File: src/rtl/dkia_pkg.sv
`default_nettype none

package dkia_pkg;

    localparam int ACT_W   = 2;
    localparam int KEY_W   = 32;
    localparam int IDENT_W = 4 * KEY_W;
    localparam int IN_W    = IDENT_W + KEY_W;
    localparam int IDX_W   = 8;
    localparam int OUSER_W = 2;

    localparam logic [ACT_W-1:0] ACT_IDENT  = 2'd0;
    localparam logic [ACT_W-1:0] ACT_DEVICE = 2'd1;
    localparam logic [ACT_W-1:0] ACT_HOSTID = 2'd2;
    localparam logic [ACT_W-1:0] ACT_UNUSED = 2'd3;

    typedef enum logic [1:0] {
        S_IDLE,
        S_SEARCH,
        S_FINISH
    } t_state;

    typedef struct packed {
        logic load;
        logic search;
        logic finish;
    } t_cmd;

    typedef struct packed {
        logic hit;
        logic exhausted;
        logic out_free;
    } t_status;

endpackage

`default_nettype wire

File: src/rtl/dkia_ctrl.sv
`default_nettype none

module dkia_ctrl (
    input  wire logic            i_clk,
    input  wire logic            i_rst_n,
    input  wire logic            i_in_valid,
    output logic                 o_in_ready,
    input  wire dkia_pkg::t_status i_status,
    output dkia_pkg::t_cmd       o_cmd
);

    dkia_pkg::t_state r_state;
    dkia_pkg::t_state n_state;

    always_ff @(posedge i_clk) begin
        if (!i_rst_n) begin
            r_state <= dkia_pkg::S_IDLE;
        end else begin
            r_state <= n_state;
        end
    end

    always_comb begin
        n_state = r_state;
        unique case (r_state)
            dkia_pkg::S_IDLE: begin
                if (i_in_valid) begin
                    n_state = dkia_pkg::S_SEARCH;
                end
            end
            dkia_pkg::S_SEARCH: begin
                if (i_status.hit || i_status.exhausted) begin
                    n_state = dkia_pkg::S_FINISH;
                end
            end
            dkia_pkg::S_FINISH: begin
                if (i_status.out_free) begin
                    n_state = dkia_pkg::S_IDLE;
                end
            end
            default: n_state = dkia_pkg::S_IDLE;
        endcase
    end

    always_comb begin
        o_in_ready    = 1'b0;
        o_cmd         = '0;
        unique case (r_state)
            dkia_pkg::S_IDLE: begin
                o_in_ready = 1'b1;
                o_cmd.load = i_in_valid;
            end
            dkia_pkg::S_SEARCH: begin
                o_cmd.search = 1'b1;
            end
            dkia_pkg::S_FINISH: begin
                o_cmd.finish = i_status.out_free;
            end
            default: o_cmd = '0;
        endcase
    end

endmodule

`default_nettype wire

File: config.mk
export PLATFORM = sky130hd
export DESIGN_NAME = dkia_ctrl
export DESIGN_NICKNAME = d
export VERILOG_FILES = /design/src/rtl/dkia_pkg.sv /design/src/rtl/dkia_ctrl.sv
export SDC_FILE = /design/constraint.sdc
export NUM_CORES = 1
export LEC_CHECK = 0
export ABC_AREA = 1
export BUFFER_PORTS_ARGS = -buffer_cell sky130_fd_sc_hd__clkbuf_2
export CAP_MARGIN = 20
export CORE_AREA = 2 2 39 41
export DETAILED_ROUTE_END_ITERATION = 6
export DIE_AREA = 0 0 41 43
export PLACE_DENSITY = 0.3
export REMOVE_ABC_BUFFERS = 1
export SLEW_MARGIN = 25
export SYNTH_ARGS = -nofsm -noshare
export SYNTH_HDL_FRONTEND = slang
export SYNTH_SLANG_ARGS = --single-unit
File: constraint.sdc
create_clock -name i_clk -period 2 [get_ports i_clk]
set_input_delay 0.2 -clock i_clk [delete_from_list [all_inputs] [get_ports i_clk]]
set_output_delay 0.2 -clock i_clk [all_outputs]
set_load 0.02 [all_outputs]
==> results.toml, run 1 <==
[timing]
tns_ns = 0
fmax_mhz = 845
fin_worst_skew_ns = 0.00101
worst_pin_slew_ns = 0.201
period_share = 0.592
layout_min_cycle_time_ns = 1.18
drv_slew = 0
rsz0062_at_grt = "false"
hold_viol = 0
maxSlewHeadroom = 0.866
finalSetupViolations = 0

[power_and_ir_drop]
p_switching_uw = 48.6
pwr_density_cell_nw_per_um2 = 784
peakVddDrop_uv = 180
internal_power_uw = 123
clkPwrFrac = 0.521
p_leak_uw = 0.000119
sw_frac_of_total = 0.283
p_comb_frac = 0.213
p_seq_frac = 0.266

[yosys]
synth_top_area_cell = "dfxtp_1"
async_flop_share = 0
yosys_most_used_dff = "dfxtp_1"
yosys-top-cells-area = "dfxtp_1, inv_1, a21oi_2"
yosys-top-cells-count = "inv_1, nand2_1, a21oi_2, dfxtp_1, nor2_1"
synth_top_area_share = 0.305
ys_seq_area_frac = 0.305
syn_avg_cell_area_um2 = 6.57
synth-seq-cells = 2
synth_cell_types = 10
synth-edff-count = 0
synth.most_common_cell = "inv_1"
ys_warn_count = 0
synth_cells = 20
netlist_area_um2 = 131

[run_status]
run_status = "finished, final reports clean"

[worst_setup_path]
critPathLaunchType = "flip-flop"
crit_slowest_cell = "dfxtp_1"
end_kind = "output pin"
reg2regPathDepth = 4
timing.rr.start = "r_state[0]"
cp.required_ns = 1.80
crit_chain = "nor2_2 > nand2_2 > inv_1 > clkbuf_2"
crit_fanout = 4
path_class = "flip-flop to output pin"
crit_arrival_ns = 0.98
critPathLaunch = "r_state[1]"
cp_slowest_stage_delay_ns = 0.35

[clock_network]
cts_buffer_depth = 2
tritoncts = "built"
post_cts_resized = 0
numCtsBuffers = 3
clk_latency_ns = 0.22
clkTransAtPathRegs_ns = 0.03
holdBufCountCts = 0
ctsHtreeMaxLevel = 1
clock-root-buffer = "clkbuf_4"
cts_sinks = 2
post-cts-setup-buffers = 0

[global_route]
grt_pass1_vias = 153
grt_pass1_wl_um = 510
grt_use_total = 0.0471
grt_max_degree = 5
antenna_found_initial = 0
grt_overflow = 0

[cells_and_area]
final_cell_area_um2 = 219
antenna_cells = 0
nets = 40
top_register = "r_state"
largest_reg_flops = 2
n_fill_cell = 166
syn2layout_area_growth_pct = 66.7
drive_above_1_share = 0.563
seqCellArea_um2 = 40.0
multi_input_area_um2 = 68.8
largestRegisters = "r_state x2"

[job]
drv_cap = 0

[routing]
dr.pass1.iters = 3
topRoutingLayerUsed = "met3"
routedWlPerCell_um = 6.17
drc = 0
dr.first_iter.drc_count = 2
dr_wl_met3_um = 33
dr_total_vias = 150
routed_wl_um = 296
wl_met1_um = 156
ant_nets = 0
wl_met2_um = 106
viasPerCell = 3.13

[die]
die_y_um = 43
fp.dieW_um = 41
core_um2 = 1380
io-pin-count = 10
rows = 14
initial_core_util = 0.0949
die_area_um2 = 1760

[hold_path]
min_path_cells = 3
holdCritPathClass = "primary input to flip-flop"
min_from = "i_rst_n"

[placed_design]
portBuffers = 9
hpwl_um = 254
placedInstanceArea_um2 = 196
gp_congestion = 0.635
==> cells in the final DEF, fill, tap and decap left out <==
cell type,count
a21oi_2,2
clkbuf_2,9
clkbuf_4,3
dfxtp_1,2
inv_1,5
inv_2,1
nand2_1,4
nand2_2,1
nand3_1,1
nor2_1,2
nor2_2,1
nor2_4,1
==> path summary, 6_finish.rpt <==
| kind | end | slack, ns |
|---|---|---|
| setup reg to reg | r_state[1] | 1.26 |
| setup / recovery | o_cmd[2] | 0.82 |
| hold / removal | r_state[0] | 0.23 |
| hold reg to reg | r_state[0] | 0.57 |
==> layer usage <==
metal / vias up / GRT usage
met5: - / 0
met4: 0 / 0.0600
met3: 0 / 0.0314
met2: 9 / 0.0500
met1: 60 / 0.0511
li1: 81 / -
==> power groups by stage <==
stage          Clock [uW]  Combinational [uW]  Sequential, uW
4_1_cts              93.8                37.3            45.8
6_report             89.4                36.6            45.7
3_5_place_dp            0                37.2            46.3
3_3_place_gp            0                37.5            46.4
5_1_grt               101                41.0            46.0
2_1_floorplan           0                23.9            46.0
==> cell type report <==
class,count,area share
timing repair buffer,9,0.206
tap,16,0.0914
sequential,2,0.183
clock buffer,3,0.103
multi-input combinational,12,0.314
inverter,6,0.103
==> per-stage QoR <==
| stage | power (uW) | util | hold WS (ns) | setup slack (ns) | instances |
|---|---|---|---|---|---|
| after floorplan | 70.0 | - | 0.355 | 0.970 | 20 |
| after global placement | 83.8 | 0.142 | 0.466 | 1.04 | 45 |
| after detailed placement | 83.5 | 0.142 | 0.460 | 1.03 | 45 |
| after CTS | 177 | 0.158 | 0.226 | 0.795 | 48 |
| after global routing | 188 | 0.158 | 0.237 | 0.721 | 48 |
| final | 172 | 0.158 | 0.233 | 0.816 | 48 |
==> critical path: cells and delay by family (launching register included) <==
kind / cells / cell delay, ns
buffers and inverters: 2 / 0.20
and+or+nand+nor: 2 / 0.21
DFF: 1 / 0.35
==> cell families after synthesis <==
| group | after synthesis | synth area share |
|---|---|---|
| and+or+nand+nor | 10 | 0.390 |
| AOI/OAI and AO/OA | 2 | 0.133 |
| buffers and inverters | 6 | 0.171 |
| DFF | 2 | 0.305 |
Note: power is estimated with default switching activity, not from simulation.
==> inputs of run 2 (changes only) <==
==> constraint.sdc (replaced) <==
create_clock -name i_clk -period 1.1 [get_ports i_clk]
set_input_delay 0.11 -clock i_clk [delete_from_list [all_inputs] [get_ports i_clk]]
set_output_delay 0.11 -clock i_clk [all_outputs]
set_load 0.02 [all_outputs]
==> run 2 against run 1 <==
Net effect: worst hold slack got worse by 0.094 ns; core utilization up 0.90 points; sequential share of layout area up 1.2 points; global-route usage grew 0.50 points; critical path depth unchanged; register-to-register slack worse by 0.90 ns; largest power group unchanged; cell count did not move; power up 82%; clock power grew 77%; largest cell class unchanged; flip-flop and latch count unchanged.
==> results.toml, run 2 (synthesis results as in run 1) <==
[run_status]
run_status = "finished, final reports clean"

[global_route]
grt_pass1_vias = 142
grt_pass1_wl_um = 538
grt_overflow = 0
antenna_found_initial = 0
grt_use_total = 0.0521
grt_max_degree = 5

[cells_and_area]
antenna_cells = 0
final_cell_mix = "clkbuf_2, inv_1, nand2_1"
n_fill_cell = 161
layout_commonest_cell = "clkbuf_2"
syn2layout_area_growth_pct = 76.2
nets = 40
top_register = "r_state"
largest_reg_flops = 2
largestRegisters = "r_state x2"
drive_above_1_share = 0.625

[clock_network]
clock-root-buffer = "clkbuf_4"
clk_latency_ns = 0.22
tritoncts = "built"
numCtsBuffers = 3
cts_sinks = 2
ctsHtreeMaxLevel = 1
cts_buffer_depth = 2
clkTransAtPathRegs_ns = 0.03

[routing]
routedWlPerCell_um = 6.48
viasPerCell = 3.04
dr_total_vias = 146
routed_wl_um = 311
dr.first_iter.drc_count = 1
ant_nets = 0
dr.pass1.iters = 2
drc = 0

[timing]
hold_viol = 0
worst_pin_slew_ns = 0.123
period_share = 0.934
tns_ns = 0
rsz0062_at_grt = "false"
setup_slack_ns = 0.0728
maxSlewHeadroom = 0.918
layout_min_cycle_time_ns = 1.03
drv_slew = 0
fin_worst_skew_ns = 0.000792
finalSetupViolations = 0
fmax_mhz = 973

[worst_setup_path]
critPathTopFamily = "flip-flops"
cp_num_buf_inv = 2
crit_fanout = 3
critPathLaunch = "r_state[0]"
crit_arrival_ns = 0.92
cp_slowest_stage_delay_ns = 0.32
timing.rr.start = "r_state[0]"
crit_slowest_cell = "dfxtp_2"
critPathLaunchType = "flip-flop"
path_class = "flip-flop to output pin"
cp.required_ns = 0.99
crit_chain = "inv_2 > nand2_1 > nor2_1 > clkbuf_2"
end_kind = "output pin"

[placed_design]
portBuffers = 9
gp_congestion = 0.610
place_ws_ns = 0.235

[die]
initial_core_util = 0.0949
die_area_um2 = 1760
die_y_um = 43
core_um2 = 1380
rows = 14
io-pin-count = 10
fp.dieW_um = 41

[power_and_ir_drop]
peakVddDrop_uv = 234
pwr_density_cell_nw_per_um2 = 1350
totalPowerFinal_uw = 313
p_leak_uw = 0.000123

[hold_path]
holdCritPathClass = "primary input to flip-flop"
min_from = "i_in_valid"

[job]
drv_cap = 0
run 2: routing by layer:
| layer | vias up | part of all wire | wire [um] | track usage |
|---|---|---|---|---|
| met1 | 55 | 0.39 | 120 | 0.0639 |
| met4 | 0 | 0 | 0 | 0.0800 |
| met5 | - | 0 | 0 | 0 |
| met2 | 9 | 0.46 | 144 | 0.0438 |
| met3 | 0 | 0.15 | 46 | 0.0314 |
| li1 | 82 | - | - | - |
run 2: cell type report:
class                   instances  area, um2  area share
inverters                       6       22.5      0.0973
repair buffers                  9       47.5       0.205
well taps                      16       20.0      0.0865
multi-input cells              12       73.8       0.319
flip-flops and latches          2       45.0       0.195
clock buffers                   3       22.5      0.0973
run 2: path summary, 6_finish.rpt:
check	endpoint	slack (ns)	depth (start not counted)
setup / recovery	o_cmd[0]	0.07	4
hold / removal	r_state[0]	0.14	3
setup reg to reg	r_state[0]	0.36	4
hold reg to reg	r_state[0]	0.54	3
run 2: report_power, final:
group	total (uW)	internal, uW	switching (uW)
Clock	158	120	38.4
Sequential	84.7	77.8	6.96
Combinational	69.9	29.2	40.7
run 2: worst min-delay path, delay by kind of cell:
kind	cells	cell delay, ns
AND/OR/NAND/NOR	1	0.07
buffers and inverters	1	0.08
AO/OA/AOI/OAI	1	0.05
run 2: through the flow:
stage / instances / hold slack, ns / instance area, um2 / utilization
final: 48 / 0.138 / 231 / 0.167
after global routing: 48 / 0.128 / 231 / 0.167
after CTS: 48 / 0.134 / 228 / 0.165
after detailed placement: 45 / 0.374 / 196 / 0.142
after global placement: 45 / 0.376 / 196 / 0.142
after floorplan: 20 / 0.265 / 131 / -
run 2: what timing repair did:
| action | in CTS | in global routing |
|---|---|---|
| pin swaps | 1 | 1 |
| setup endpoints to repair | 1 | 3 |
| cloned | 0 | 0 |
| resized for setup | 3 | 3 |
| hold buffers | 0 | 0 |
| buffers inserted | 0 | 0 |
